[src/wsm_pkg.sv]
`timescale 1ns / 1ps
`default_nettype none

package wsm_pkg;

   // Fixed field widths of the block's ports
   localparam int LEN_W    = 9;
   localparam int SMP_IN_W = 20;
   localparam int MEAN_W   = 44;

   typedef enum logic [2:0] {
      ST_IDLE,
      ST_UPDATE,
      ST_SETTLE,
      ST_LOAD,
      ST_DIVIDE,
      ST_DONE
   } state_type;

   typedef struct packed {
      logic take;
      logic update;
      logic div_start;
      logic publish;
      logic clear;
   } cmd_type;

   typedef struct packed {
      logic no_window;
      logic div_done;
   } status_type;

endpackage

`default_nettype wire

[src/wsm_ctrl.sv]
`timescale 1ns / 1ps
`default_nettype none

module wsm_ctrl (
   input  wire logic                  clock,
   input  wire logic                  reset,
   input  wire logic                  req_valid,
   input  wire logic                  req_last_sample,
   output logic                       req_stall,
   input  wire logic                  rsp_stall,
   output logic                       rsp_valid,
   input  wire wsm_pkg::status_type   status,
   output wsm_pkg::cmd_type           cmd
);

   wsm_pkg::state_type state_ff, state_in;
   logic               last_ff, last_in;
   logic               rsp_valid_ff, rsp_valid_in;
   logic               out_free;

   assign out_free = !rsp_valid_ff || !rsp_stall;

   always_comb begin
      state_in = state_ff;
      unique case (state_ff)
         wsm_pkg::ST_IDLE: begin
            if (req_valid) begin
               state_in = wsm_pkg::ST_UPDATE;
            end
         end
         wsm_pkg::ST_UPDATE: begin
            state_in = last_ff ? wsm_pkg::ST_SETTLE : wsm_pkg::ST_IDLE;
         end
         wsm_pkg::ST_SETTLE: begin
            state_in = wsm_pkg::ST_LOAD;
         end
         wsm_pkg::ST_LOAD: begin
            state_in = status.no_window ? wsm_pkg::ST_DONE : wsm_pkg::ST_DIVIDE;
         end
         wsm_pkg::ST_DIVIDE: begin
            if (status.div_done) begin
               state_in = wsm_pkg::ST_DONE;
            end
         end
         wsm_pkg::ST_DONE: begin
            if (out_free) begin
               state_in = wsm_pkg::ST_IDLE;
            end
         end
         default: begin
            state_in = wsm_pkg::ST_IDLE;
         end
      endcase
   end

   always_comb begin
      cmd           = '0;
      req_stall     = 1'b1;
      unique case (state_ff)
         wsm_pkg::ST_IDLE: begin
            req_stall = 1'b0;
            cmd.take  = req_valid;
         end
         wsm_pkg::ST_UPDATE: begin
            cmd.update = 1'b1;
         end
         wsm_pkg::ST_SETTLE: begin
         end
         wsm_pkg::ST_LOAD: begin
            cmd.div_start = !status.no_window;
         end
         wsm_pkg::ST_DIVIDE: begin
         end
         wsm_pkg::ST_DONE: begin
            cmd.publish = out_free;
            cmd.clear   = out_free;
         end
         default: begin
         end
      endcase
   end

   assign last_in      = cmd.take ? req_last_sample : last_ff;
   assign rsp_valid_in = cmd.publish || (rsp_valid_ff && rsp_stall);

   always_ff @(posedge clock) begin
      if (reset) begin
         state_ff     <= wsm_pkg::ST_IDLE;
         last_ff      <= 1'b0;
         rsp_valid_ff <= 1'b0;
      end else begin
         state_ff     <= state_in;
         last_ff      <= last_in;
         rsp_valid_ff <= rsp_valid_in;
      end
   end

   assign rsp_valid = rsp_valid_ff;

   a_last_settles: assert property (@(posedge clock) disable iff (reset)
      (cmd.take && req_last_sample) |=> ##1 (state_ff == wsm_pkg::ST_SETTLE))
      else $error("final request did not go on to settle");

endmodule

`default_nettype wire

[config.mk]
export PLATFORM = sky130hd
export DESIGN_NAME = wsm_ctrl
export DESIGN_NICKNAME = d
export VERILOG_FILES = /design/src/wsm_pkg.sv /design/src/wsm_ctrl.sv
export SDC_FILE = /design/constraint.sdc
export NUM_CORES = 1
export LEC_CHECK = 0
export BUFFER_PORTS_ARGS = -buffer_cell sky130_fd_sc_hd__buf_2
export CORE_AREA = 2 2 39 41
export CTS_CLUSTER_DIAMETER = 60
export DETAILED_ROUTE_END_ITERATION = 12
export DIE_AREA = 0 0 41 43
export PLACE_DENSITY_LB_ADDON = 0.15
export SYNTH_ARGS = -nofsm -noshare
export SYNTH_HDL_FRONTEND = slang
export SYNTH_SLANG_ARGS = --single-unit
[constraint.sdc]
create_clock -name clock -period 1.5 [get_ports clock]
set_clock_uncertainty 0.15 [all_clocks]
set_input_delay 0.075 -clock clock [delete_from_list [all_inputs] [get_ports clock]]
set_output_delay 0.075 -clock clock [all_outputs]
set_load 0.05 [all_outputs]
Word-level counts from Yosys, hierarchy flattened
Cells that the tools add are included.
{"block": "word_totals", "reg_bits": 5, "in_bits": 7, "word_cells": 30}
{"block": "classes", "eq_ne": 8, "n_mux": 11, "reduce_logical": 8}
{"op": "3-bit case mux with 6 select lines", "n": 1}
{"op": "3-bit 2-to-1 mux", "n": 3}
{"op": "3-bit by 2-bit == test with 1-bit output, second input constant", "n": 2}
{"op": "3-bit == test, second input constant", "n": 2}
{"op": "2-bit inequality test, second input constant", "n": 3}
{"op": "1-bit 2-to-1 mux", "n": 5}
{"op": "2-bit 2-to-1 mux", "n": 2}
{"op": "3-bit by 1-bit == test with 1-bit output, second input constant", "n": 1}
{"op": "1-bit zero test", "n": 3}
{"op": "3-bit zero test", "n": 1}
{"op": "3-bit AND reduction", "n": 1}
{"op": "1-bit logical OR", "n": 2}
{"op": "1-bit logical AND", "n": 1}

Logic depth before layout (Yosys ltp)
{"block": "logic_depth", "depth_word": 4, "depth_mapped": 5}

Worst setup path before layout
Ideal clock, no wire load.
{"block": "synth_timing", "path_type": "flip-flop to output port", "from": "register state_ff[1]", "to": "output cmd[1] (netlist bit)", "arrival_ns": 1.895, "required_time_ns": 1.275, "slack_ns": -0.620, "path_stages_with_launch": 6, "n_path_buf": 2, "path_cell_list": "dfxtp_1 > buf_4 > and2b_1 > nand2_1 > a21oi_1 > buf_4"}
{"item": "start: declaration", "line": "wsm_ctrl.sv:16", "source": "wsm_pkg::state_type state_ff, state_in;"}
{"item": "start signal: assignment", "line": "wsm_ctrl.sv:88", "source": "state_ff <= wsm_pkg::ST_IDLE;"}
{"item": "start signal: assignment", "line": "wsm_ctrl.sv:92", "source": "state_ff <= state_in;"}
{"item": "end: declaration", "line": "wsm_ctrl.sv:13", "source": "output wsm_pkg::cmd_type cmd"}

==> summary.md <==
| Metric | Value |
|---|---|
| RSZ-0062 raised after global routing | `yes` |
| Drt via density | `4.644` |
| Detail Route Antenna Nets | `0` |
| Endpoint required time on the critical path | `1270 ps` |
| Row count | `14` |
| Maximum number of pins on one net before global-route repair | `10` |
| Type of the tightest min-delay check | `in -> reg` |
| Slowest Stage Delay on Critical Path | `360 ps` |
| Die area | `1763 um2` |
| CP top delay family | `flip-flops` |
| Final wirelength | `731 um` |
| Global-route wire length before repair | `1235 um` |
| Dominant combinational cell family by area after synthesis | `simple AND/OR/NAND/NOR gates` |
| Final global-route overflow total | `0` |
| Power per cell area | `781.1 nW/um2` |
| Clock Root Buffer | `sky130_fd_sc_hd__clkbuf_4` |
| Category of the worst setup path capture point | `output pin` |
| Proportion of synthesized area in mux cells | `3.162%` |
| Instance count of the mapped netlist | `35` |
| Basic-gate share of the synthesized area counting and, or, nand and nor cells | `31.23%` |
| Flop and latch count out of synthesis | `5` |
| Most used DFF post-synth | `sky130_fd_sc_hd__dfxtp_1` |
| GRT Util Overall | `10.16%` |
| Max Slew Vio Count | `0` |
| Worst VDD drop | `0.0004419 V` |
| Weighted congestion reported at the end of routability-driven placement | `0.6559` |
| TritonCTS sink count | `5` |
| Number of antenna violations at the first check in global routing | `0` |
| Avg Inst Size Synth | `9.044 um2` |
| Cells traversed along the worst timing path | `buf_4, nor4b_4, buf_6` |
| Yosys cell types | `20` |
| Top achievable clock speed | `691.4 MHz` |
| Count of maximum capacitance violations | `0` |
| Number of nets in the layout | `65` |
| Leakage power of the design | `0.2355 nW` |
| Share of cells above drive strength 1 | `59.65%` |
| Synthesized-area fraction occupied by xor and xnor cells | `0%` |
| Average wire per cell in the routed design | `10.01 um` |
| Ratio of final minimum period to clock period | `96.42%` |
| Number of global-route vias before repair | `308` |
| Flop2flop setup slack | `170 ps` |
| Status | `finished clean` |
| Synth-to-layout area growth | `68.77%` |
| Buffers added on ports | `13` |
| Endpoints failing setup | `0` |
| Cell type with the largest total area after synthesis | `sky130_fd_sc_hd__dfxtp_1` |
| Starting density of the core | `22.88%` |
| Antenna diode instance count | `0` |
| TritonCTS clock tree | `built` |
| Total core area | `1384 um2` |
| Post-layout min period | `1446 ps` |
| Number of synthesis warnings | `0` |
| Buf+Inv Stages, Crit Path | `2` |
| Via count | `339` |
| Startpoint kind of the worst setup timing path | `flop` |
| Number of synthesized flops with an enable pin | `0` |
| Sequential-to-total area share from yosys stat | `31.62%` |
| First-iteration detailed-routing DRC count | `8` |
| Die outline width | `41 um` |
| Net count after synthesis | `42` |
| Critical-path maximum fanout | `9` |
| Final core occ | `38.61%` |
| Number of ports placed on the die boundary | `14` |
| Post-synthesis compound-gate area fraction | `22.13%` |
| Hold Violations, Final | `0` |
| Number of buffers created by CTS | `3` |
| Clock-pin slew of the registers on the worst-case setup and hold paths | `40 ps` |
| Slew @ Worst Pin | `275.9 ps` |
| HPWL after detailed placement | `532.7 um` |
| Proportion of netlist area held by the largest area contributor | `31.62%` |
| Post-synth design cell area | `316.6 um2` |
| Final hold slack | `41.65 ps` |
| Drt drc | `0` |
| Slew margin rel. | `81.53%` |
| Proportion of register bits with asynchronous set or reset after synthesis | `0%` |
| Data arrival time of the critical path | `1220 ps` |
| Clock insertion delay at the later pin of the skew report | `240 ps` |
| CTS H-Tree Depth | `1` |
| Bufs on Longest Clock Path | `2` |
| Adder-Cell Fraction of Synth Area | `0%` |
| Leading post-synthesis cells by cell area | `sky130_fd_sc_hd__dfxtp_1 32%, sky130_fd_sc_hd__nor4b_4 7.5%, sky130_fd_sc_hd__buf_4 7.1%` |
| Standard cell with the maximum stage delay on the critical path | `sky130_fd_sc_hd__dfxtp_4` |
| Initial DRT Pass Iterations | `4` |
| Critical path start-end classification | `reg -> out` |
| Die outline height | `43 um` |
## metal layers
layer	vias up	GRT usage, %	part of all wire, %
met3	0	4.712	9.2
met1	152	12.94	38
li1	172	-	-
met2	15	14.37	52
met5	-	0	0
met4	0	4.000	0
## worst min-delay path: stages
cell and delay (ps):
sky130_fd_sc_hd__buf_2 130, sky130_fd_sc_hd__nand2_1 100, sky130_fd_sc_hd__a21oi_1 70
## final timing paths
check | startpoint | end | cells after the start
setup / recovery | state_ff[0] | cmd[4] | 3
hold reg to reg | last_ff | last_ff | 2
hold / removal | rsp_stall | rsp_valid | 3
setup reg to reg | state_ff[0] | state_ff[0] | 3
## area by class of cell
cell class                      instances  area (um2)
Inverter                                1       3.754
Fill cell                             148       849.6
Multi-Input combinational cell         25       206.4
Tap cell                               16       20.02
Sequential cell                         5       111.4
Timing Repair Buffer                   22       166.4
Clock buffer                            4       26.28
## cells in the mapped netlist (all sizes together), types with 2 or more instances
library cell and n:
nand2 4, dfxtp 5, buf 4, nand3 2, nor3 2, and2b 2, a21oi 4
## layout by cell type, fill, tap and decap left out, types with 2 or more instances in the layout
| cell | Yosys | routed |
|---|---|---|
| sky130_fd_sc_hd__a21oi_1 | 4 | 3 |
| sky130_fd_sc_hd__and2b_1 | 2 | 2 |
| sky130_fd_sc_hd__buf_2 | 0 | 9 |
| sky130_fd_sc_hd__buf_4 | 3 | 7 |
| sky130_fd_sc_hd__buf_6 | 1 | 3 |
| sky130_fd_sc_hd__clkbuf_4 | 0 | 3 |
| sky130_fd_sc_hd__dfxtp_1 | 5 | 2 |
| sky130_fd_sc_hd__dfxtp_4 | 0 | 3 |
| sky130_fd_sc_hd__dlygate4sd3_1 | 0 | 2 |
| sky130_fd_sc_hd__nand2_1 | 4 | 3 |
| sky130_fd_sc_hd__nand3_1 | 2 | 2 |
## what timing repair did
action / in CTS / in global routing
gates cloned: 0 / 0
endpoints found under the hold margin: 5 / 0
setup buffers: 1 / 4
pin swaps: 0 / 1
hold buffers: 2 / 0
setup endpoints to repair: 5 / 4
gates resized for setup: 12 / 6
## cell families after synthesis
kind of cell | Yosys count
buf+inv | 5
compound gates | 9
simple gates | 15
flops | 5
mux | 1
## sequential cells by signal, summed over array words and instances, names as in the netlist
register   cells
state_ff       3
rsp_valid      1
last_ff        1
## through the flow
step	cells	instance area [um2]	TNS (ps)	setup slack, ps	power, W
6_report	73	534.3	0	53.67	0.0004173
3_3_place_gp	62	396.6	0	107.1	0.0002487
3_5_place_dp	62	396.6	0	90.03	0.0002483
2_1_floorplan	35	330.3	-447.8	-269.6	0.0002208
5_1_grt	73	534.3	-61.90	-23.39	0.0004519
4_1_cts	69	480.5	0	4.891	0.0004112
## power breakdown
| group | switching (W) | internal, W | total [W] |
|---|---|---|---|
| registers | 0.00000884 | 0.000137 | 0.000146 |
| clock network | 0.0000479 | 0.000100 | 0.000148 |
| logic | 0.0000626 | 0.0000610 | 0.000124 |
Note: power is estimated with default switching activity, not from simulation.
