### src/wsm_pkg.sv
`timescale 1ns / 1ps
`default_nettype none

package wsm_pkg;

   // Fixed field widths of the block's ports
   localparam int LEN_W    = 9;
   localparam int SMP_IN_W = 20;
   localparam int MEAN_W   = 44;

   typedef enum logic [2:0] {
      ST_IDLE,
      ST_UPDATE,
      ST_SETTLE,
      ST_LOAD,
      ST_DIVIDE,
      ST_DONE
   } state_type;

   typedef struct packed {
      logic take;
      logic update;
      logic div_start;
      logic publish;
      logic clear;
   } cmd_type;

   typedef struct packed {
      logic no_window;
      logic div_done;
   } status_type;

endpackage

`default_nettype wire

### src/wsm_div.sv
`timescale 1ns / 1ps
`default_nettype none

module wsm_div #(
   parameter int SUM_W     = 44,
   parameter int DEN_W     = 17,
   parameter int FRAC_BITS = 16
) (
   input  wire logic                        clock,
   input  wire logic                        reset,
   input  wire logic                        start,
   input  wire logic [SUM_W-1:0]            num,
   input  wire logic [DEN_W-1:0]            den,
   output logic                             done,
   output logic [wsm_pkg::MEAN_W-1:0]       quot
);

   localparam int NUM_W  = SUM_W + FRAC_BITS;
   localparam int ITER_W = $clog2(NUM_W + 1);
   localparam int Q_W    = wsm_pkg::MEAN_W;

   logic              busy_ff, busy_in;
   logic              done_ff, done_in;
   logic [ITER_W-1:0] iter_ff, iter_in;
   logic [NUM_W-1:0]  num_ff, num_in;
   logic [DEN_W-1:0]  den_ff, den_in;
   logic [DEN_W-1:0]  rem_ff, rem_in;
   logic [Q_W-1:0]    quot_ff, quot_in;
   logic [DEN_W:0]    trial;
   logic [DEN_W:0]    diff;
   logic              fits;

   // One restoring step per cycle, numerator bits enter MSB first
   assign trial = {rem_ff, num_ff[NUM_W-1]};
   assign diff  = trial - {1'b0, den_ff};
   assign fits  = trial >= {1'b0, den_ff};

   always_comb begin
      busy_in = busy_ff;
      done_in = done_ff;
      iter_in = iter_ff;
      num_in  = num_ff;
      den_in  = den_ff;
      rem_in  = rem_ff;
      quot_in = quot_ff;
      priority if (start) begin
         busy_in = 1'b1;
         done_in = 1'b0;
         iter_in = ITER_W'(NUM_W);
         num_in  = NUM_W'(num) << FRAC_BITS;
         den_in  = den;
         rem_in  = '0;
         quot_in = '0;
      end else if (busy_ff) begin
         rem_in  = fits ? diff[DEN_W-1:0] : trial[DEN_W-1:0];
         quot_in = {quot_ff[Q_W-2:0], fits};
         num_in  = num_ff << 1;
         iter_in = iter_ff - ITER_W'(1);
         if (iter_ff == ITER_W'(1)) begin
            busy_in = 1'b0;
            done_in = 1'b1;
         end
      end
   end

   always_ff @(posedge clock) begin
      if (reset) begin
         busy_ff <= 1'b0;
         done_ff <= 1'b0;
         iter_ff <= '0;
      end else begin
         busy_ff <= busy_in;
         done_ff <= done_in;
         iter_ff <= iter_in;
      end
      num_ff  <= num_in;
      den_ff  <= den_in;
      rem_ff  <= rem_in;
      quot_ff <= quot_in;
   end

   assign done = done_ff;
   assign quot = quot_ff;

   a_rem_below_den: assert property (@(posedge clock) disable iff (reset)
      busy_ff |-> (rem_ff < den_ff))
      else $error("divider remainder not below divisor");

endmodule

`default_nettype wire

### config.mk
export PLATFORM = sky130hd
export DESIGN_NAME = wsm_div
export DESIGN_NICKNAME = d
export VERILOG_FILES = /design/src/wsm_pkg.sv /design/src/wsm_div.sv
export SDC_FILE = /design/constraint.sdc
export NUM_CORES = 1
export LEC_CHECK = 0
export BUFFER_PORTS_ARGS = -buffer_cell sky130_fd_sc_hd__buf_2
export CAP_MARGIN = 20
export CORE_MARGIN = 3
export CORE_UTILIZATION = 50
export DETAILED_ROUTE_END_ITERATION = 10
export PLACE_DENSITY = 0.84
export SYNTH_ARGS = -nofsm -noshare
export SYNTH_HDL_FRONTEND = slang
export SYNTH_SLANG_ARGS = --single-unit
### constraint.sdc
create_clock -name clock -period 2.8 [get_ports clock]
set_input_delay 0.56 -clock clock [delete_from_list [all_inputs] [get_ports clock]]
set_output_delay 0.56 -clock clock [all_outputs]
set_load 0.03 [all_outputs]
Word-level counts from Yosys, hierarchy flattened
Cells that the tools add are included.
{ "totals": {"ff_bits": 130, "inputBits": 64, "output_inout_bits": 45} }
{ "classes": {"addsub": 2, "n_lt_le_gt_ge": 1, "n_eq_ne": 1, "muxes": 8, "n_reduce_logical": 3} }
{ "op_table": {"columns": ["operator", "count"], "rows": [
  ["2-to-1 mux 60 bit", 2],
  [">= comparator 18 x 17 -> 1 bit", 1],
  ["2-to-1 mux 17 bit", 1],
  ["subtractor 17 bit", 1],
  ["2-to-1 mux 6 bit", 2],
  ["equality test 6 x 1 -> 1 bit (second input constant)", 1],
  ["subtractor 6 x 1 -> 6 bit (second input constant)", 1],
  ["2-to-1 mux 1 bit", 3],
  ["AND reduction 2 bit", 1],
  ["nonzero test 2 bit", 1],
  ["OR reduction 2 bit", 1]
]} }

Depth between registers and ports, before layout
{ "depth": {"word_depth": 4, "depth_mapped": 13, "ltp_nobuf": 11} }

Least setup slack after synthesis
Ideal clock, no wire load.
{ "synth_timing": {"path_kind": "register to register", "start": "register num_ff[59]", "end": "register rem_ff[0]", "setup_time_ps": 86, "t_arrival_ps": 2535, "required_time_ps": 2714, "path_slack_ps": 180, "path_stages_with_launch": 13, "n_path_buf": 1, "period_less_slack_ps": 2620, "path_cell_list": "edfxtp_1 inv_1 ha_1 inv_1 fa_1 a21o_1 a31oi_1 o21bai_1 a31o_1 a21oi_2 buf_6 mux2_2 a211oi_1"} }
{ "synth_between": {"elab_chain_len": 2, "word_cells_on_any_way": 3} }
{ "synth_lines": {"columns": ["element", "line", "source"], "rows": [
  ["from (decl)", "wsm_div.sv:25", "logic [NUM_W-1:0] num_ff, num_in;"],
  ["from (signal assigned)", "wsm_div.sv:76", "num_ff <= num_in;"],
  ["subtractor 17 bit / >= comparator 18 x 17 -> 1 bit (equally long branches)", "wsm_div.sv:35, wsm_div.sv:36", null],
  ["2-to-1 mux 17 bit (*)", "wsm_div.sv:55", "rem_in = fits ? diff[DEN_W-1:0] : trial[DEN_W-1:0];"],
  ["to (signal assigned)", "wsm_div.sv:78", "rem_ff <= rem_in;"],
  ["to (decl)", "wsm_div.sv:27", "logic [DEN_W-1:0] rem_ff, rem_in;"]
]} }
Mark *: on every way between the ends. The rest lies on a longest branch, timed or not.
A chain may end at the register's enable or synchronous reset.

Final worst setup path
Ends and elaborated chain as after synthesis.

==> metrics.txt <==
# TYPE chip_impl_metric gauge
chip_impl_metric{name="viasPerCell",unit=""} 5.40
chip_impl_metric{name="multi_input_comb_area",unit="µm²"} 2490
chip_impl_metric{name="globalRouteOverflowTotal",unit=""} 0
chip_impl_metric{name="report.final.slew_viol_count",unit=""} 0
chip_impl_metric{name="max-slew-margin-rel",unit="%"} 48.8
chip_impl_metric{name="worst_skew_pair.late_latency",unit="ps"} 420
chip_impl_metric{name="cp_data_arrival_time",unit="ps"} 2980
chip_impl_metric{name="max_slew.worst_pin.slew",unit="ps"} 768
chip_impl_metric{name="tritoncts_num_sinks",unit=""} 130
chip_impl_metric{name="timing.clock.skew",unit="ps"} 15.0
chip_impl_metric{name="yosysSeqAreaShare",unit="%"} 54.4
chip_impl_metric{name="cap_violations",unit=""} 0
chip_impl_info{name="yosys_most_used_dff",value="sky130_fd_sc_hd__dfxtp_1"} 1
chip_impl_info{name="hold_path_class",value="in2reg"} 1
chip_impl_metric{name="detailed_place_hpwl",unit="µm"} 7960
chip_impl_metric{name="route.detailed.drc",unit=""} 0
chip_impl_metric{name="first_global_vias",unit=""} 4087
chip_impl_metric{name="yosys-mux-area-fraction",unit="%"} 17.4
chip_impl_metric{name="detail_route.iter0.violations",unit=""} 189
chip_impl_info{name="setup.worst_path.class",value="reg2reg"} 1
chip_impl_metric{name="final_area",unit="µm²"} 7200
chip_impl_metric{name="drt-pass1-iter-count",unit=""} 5
chip_impl_metric{name="htree_levels",unit=""} 4
chip_impl_metric{name="post_synth_fa_ha_maj_area_fraction",unit="%"} 4.37
chip_impl_metric{name="synth-edff-count",unit=""} 61
chip_impl_metric{name="wl",unit="µm"} 11700
chip_impl_metric{name="fin_crit_sh",unit="%"} 94.9
chip_impl_info{name="status",value="completed"} 1
chip_impl_metric{name="initial_utilization",unit="%"} 51.5
chip_impl_metric{name="report.final.hold_viol_count",unit=""} 0
chip_impl_metric{name="syn-instance-count",unit=""} 504
chip_impl_metric{name="place_congestion",unit=""} 0.945
chip_impl_metric{name="post_synthesis_instance_area",unit="µm²"} 5900
chip_impl_metric{name="post_synth_num_cell_types",unit=""} 52
chip_impl_metric{name="cell_internal_pwr",unit="mW"} 3.87
chip_impl_metric{name="clkTransAtPathRegs",unit="ps"} 60
chip_impl_metric{name="total_routing_usage_gr",unit="%"} 18.3
chip_impl_metric{name="clock_power_share",unit="%"} 46.2
chip_impl_metric{name="final_net_count",unit=""} 696
chip_impl_metric{name="yosys_register_bits",unit=""} 130
chip_impl_metric{name="detailed_place.area",unit="µm²"} 6560
chip_impl_metric{name="placement.io_buffers",unit=""} 108
chip_impl_metric{name="chipHeight",unit="µm"} 115
chip_impl_metric{name="power.net_switching",unit="mW"} 1.13
chip_impl_metric{name="io-pin-count",unit=""} 109
chip_impl_metric{name="synth_area_per_cell",unit="µm²"} 11.7
chip_impl_metric{name="synth_async_sr_flop_share",unit="%"} 0
chip_impl_metric{name="synth_compound_gate_area_share",unit="%"} 8.62
chip_impl_metric{name="dieWidth",unit="µm"} 115
chip_impl_metric{name="total_power",unit="mW"} 5.01
chip_impl_metric{name="power_switching_share",unit="%"} 22.6
chip_impl_metric{name="p_comb_share",unit="%"} 10.4
chip_impl_info{name="crit_path_start_kind",value="flop"} 1
chip_impl_metric{name="final.min_clock_period",unit="ps"} 2660
chip_impl_metric{name="area_delta_synth_final",unit="%"} 22.0
chip_impl_metric{name="max_freq",unit="MHz"} 377
chip_impl_info{name="endpoint_kind",value="flop"} 1
chip_impl_metric{name="leak_pwr",unit="nW"} 3.11
chip_impl_metric{name="syn_nets",unit=""} 588
chip_impl_metric{name="max-vdd-ir-drop",unit="µV"} 572
chip_impl_metric{name="cp_data_required_time",unit="ps"} 3120
chip_impl_info{name="layout_commonest_cell",value="sky130_fd_sc_hd__buf_2"} 1
chip_impl_metric{name="pwr-share-seq",unit="%"} 43.4
chip_impl_metric{name="nFillCells",unit=""} 838
chip_impl_metric{name="path_max_fanout",unit=""} 3
chip_impl_metric{name="yosys_warnings",unit=""} 0
chip_impl_metric{name="wl_per_cell",unit="µm"} 15.2
chip_impl_metric{name="ant_nets",unit=""} 0
chip_impl_metric{name="setup-violations-final",unit=""} 0
chip_impl_metric{name="grt_max_degree",unit=""} 73
chip_impl_metric{name="grt_pass1_wl",unit="µm"} 19000
chip_impl_metric{name="synthSimpleGateAreaFrac",unit="%"} 8.98
chip_impl_metric{name="antenna_found_initial",unit=""} 0
chip_impl_info{name="cts_tree",value="yes"} 1
chip_impl_info{name="layout_common_cells",value="sky130_fd_sc_hd__buf_2, sky130_fd_sc_hd__nor2_1, sky130_fd_sc_hd__dfxtp_1"} 1
chip_impl_metric{name="num_vias",unit=""} 4147
chip_impl_metric{name="cellPowerDensity",unit="nW/µm²"} 695
chip_impl_info{name="synth_top_family_by_area",value="multiplexers"} 1
chip_impl_metric{name="cts_made_buffers",unit=""} 17
chip_impl_metric{name="dieArea",unit="µm²"} 13100
chip_impl_metric{name="design.core.area",unit="µm²"} 11500
chip_impl_metric{name="holdBufCountCts",unit=""} 0
chip_impl_metric{name="clock_path_buffers",unit=""} 2
chip_impl_metric{name="total_negative_slack",unit="ps"} 0
chip_impl_info{name="clock_tree.root_cell",value="sky130_fd_sc_hd__clkbuf_16"} 1
chip_impl_metric{name="synthXorXnorAreaFrac",unit="%"} 2.52
chip_impl_metric{name="antennaDiodeCount",unit=""} 0
chip_impl_metric{name="fraction_of_layout_instances_using_a_drive_strength_above_1",unit="%"} 32.0
chip_impl_info{name="grt_setup_unrepaired",value="false"} 1
chip_impl_metric{name="sequential_cell_area",unit="µm²"} 3220
chip_impl_metric{name="std_cell_rows",unit=""} 39
[cells in the mapped netlist, drive strengths merged, types with 3 or more instances]
cell / count / area (µm²)
mux2: 44 / 495
xnor2: 11 / 96.3
edfxtp: 61 / 1830
mux2i: 53 / 531
o21a: 4 / 30.0
a21o: 5 / 37.5
clkbuf: 11 / 41.3
o31ai: 8 / 60.1
inv: 25 / 93.8
nor3: 9 / 45.0
nor2b: 3 / 18.8
o21ai: 6 / 30.0
nand4: 3 / 18.8
nand2b: 3 / 18.8
a21oi: 12 / 67.6
a22oi: 5 / 42.5
a31oi: 6 / 37.5
a211oi: 11 / 92.6
nand3: 4 / 20.0
nor2: 77 / 289
xor2: 6 / 52.6
dfxtp: 69 / 1380
buf: 15 / 83.8
nand2: 10 / 40.0
ha: 19 / 238
[layout make-up]
cell class	count	share of cell area, %
Clock buffer	19	6.15
Tap cell	143	2.48
Sequential cell	130	44.7
Multi-Input combinational cell	323	34.5
Clock inverter	13	2.54
Inverter	25	1.30
Timing Repair Buffer	115	8.37
[stage by stage]
| stage | setup slack, ps | hold WS [ps] | instances | util (%) |
|---|---|---|---|---|
| 2_1_floorplan | 180 | 445 | 504 | - |
| 3_3_place_gp | 137 | 455 | 736 | 57.2 |
| 3_5_place_dp | 29.6 | 468 | 736 | 57.2 |
| 4_1_cts | 14.0 | 299 | 768 | 62.6 |
| 5_1_grt | 36.4 | 302 | 768 | 62.8 |
| 6_report | 144 | 317 | 768 | 62.8 |
[path summary, 6_finish.rpt]
| check | from | endpoint | slack, ps | cells past startpoint |
|---|---|---|---|---|
| max | num_ff[59]$_DFFE_PP_ | rem_ff[0]$_SDFFE_PP0P_ | 140 | 11 |
| min | den[16] | den_ff[16]$_DFFE_PP_ | 320 | 1 |
| max reg2reg | num_ff[59]$_DFFE_PP_ | rem_ff[0]$_SDFFE_PP0P_ | 140 | 11 |
| min reg2reg | rem_ff[2]$_SDFFE_PP0P_ | rem_ff[2]$_SDFFE_PP0P_ | 470 | 2 |
[cell families after synthesis]
logic type / Yosys count
and+or+nand+nor: 120
AOI/OAI and AO/OA: 69
xor gates and xnor gates: 17
adders and majority gates: 20
buffers and inverters: 51
muxes: 97
DFF: 130
[critical path, cell delays in order, from the launching register on]
cell                       delay (ps)
sky130_fd_sc_hd__edfxtp_1         360
sky130_fd_sc_hd__inv_1             80
sky130_fd_sc_hd__ha_1             160
sky130_fd_sc_hd__inv_1             50
sky130_fd_sc_hd__fa_1             390
sky130_fd_sc_hd__a21o_1           220
sky130_fd_sc_hd__a31oi_2          170
sky130_fd_sc_hd__o21bai_1         110
sky130_fd_sc_hd__a31o_1           240
sky130_fd_sc_hd__a21oi_4          200
sky130_fd_sc_hd__mux2_2           350
sky130_fd_sc_hd__a211oi_1         230
[power by group through the flow]
stage               clock [mW]  combinational [mW]  sequential (mW)
floorplan                    0               0.388             2.19
global placement             0               0.491             2.21
detailed placement           0               0.507             2.21
CTS                       2.36               0.514             2.17
global route              2.44               0.571             2.18
finish                    2.31               0.519             2.17
[flip-flops by register name, indices dropped and copies added, names as in the netlist]
name,flops
rem_ff,17
done,1
busy_ff,1
quot,44
den_ff,17
num_ff,44
iter_ff,6
[routing by layer]
metal / vias up / part of all wire, % / track usage (%) / routed length [µm]
met2: 122 / 48 / 29.3 / 5620
met4: 0 / 1.2 / 7.21 / 136
met5: - / 0 / 0 / 0
met3: 13 / 7.6 / 7.35 / 884
met1: 1978 / 43 / 22.0 / 5050
li1: 2034 / - / - / -
[timing repair]
| action | CTS | global route |
|---|---|---|
| setup endpoints to repair | 0 | 16 |
| setup buffers | 0 | 0 |
| gates resized for setup | 0 | 4 |
Power figures use the tool's default switching activity.
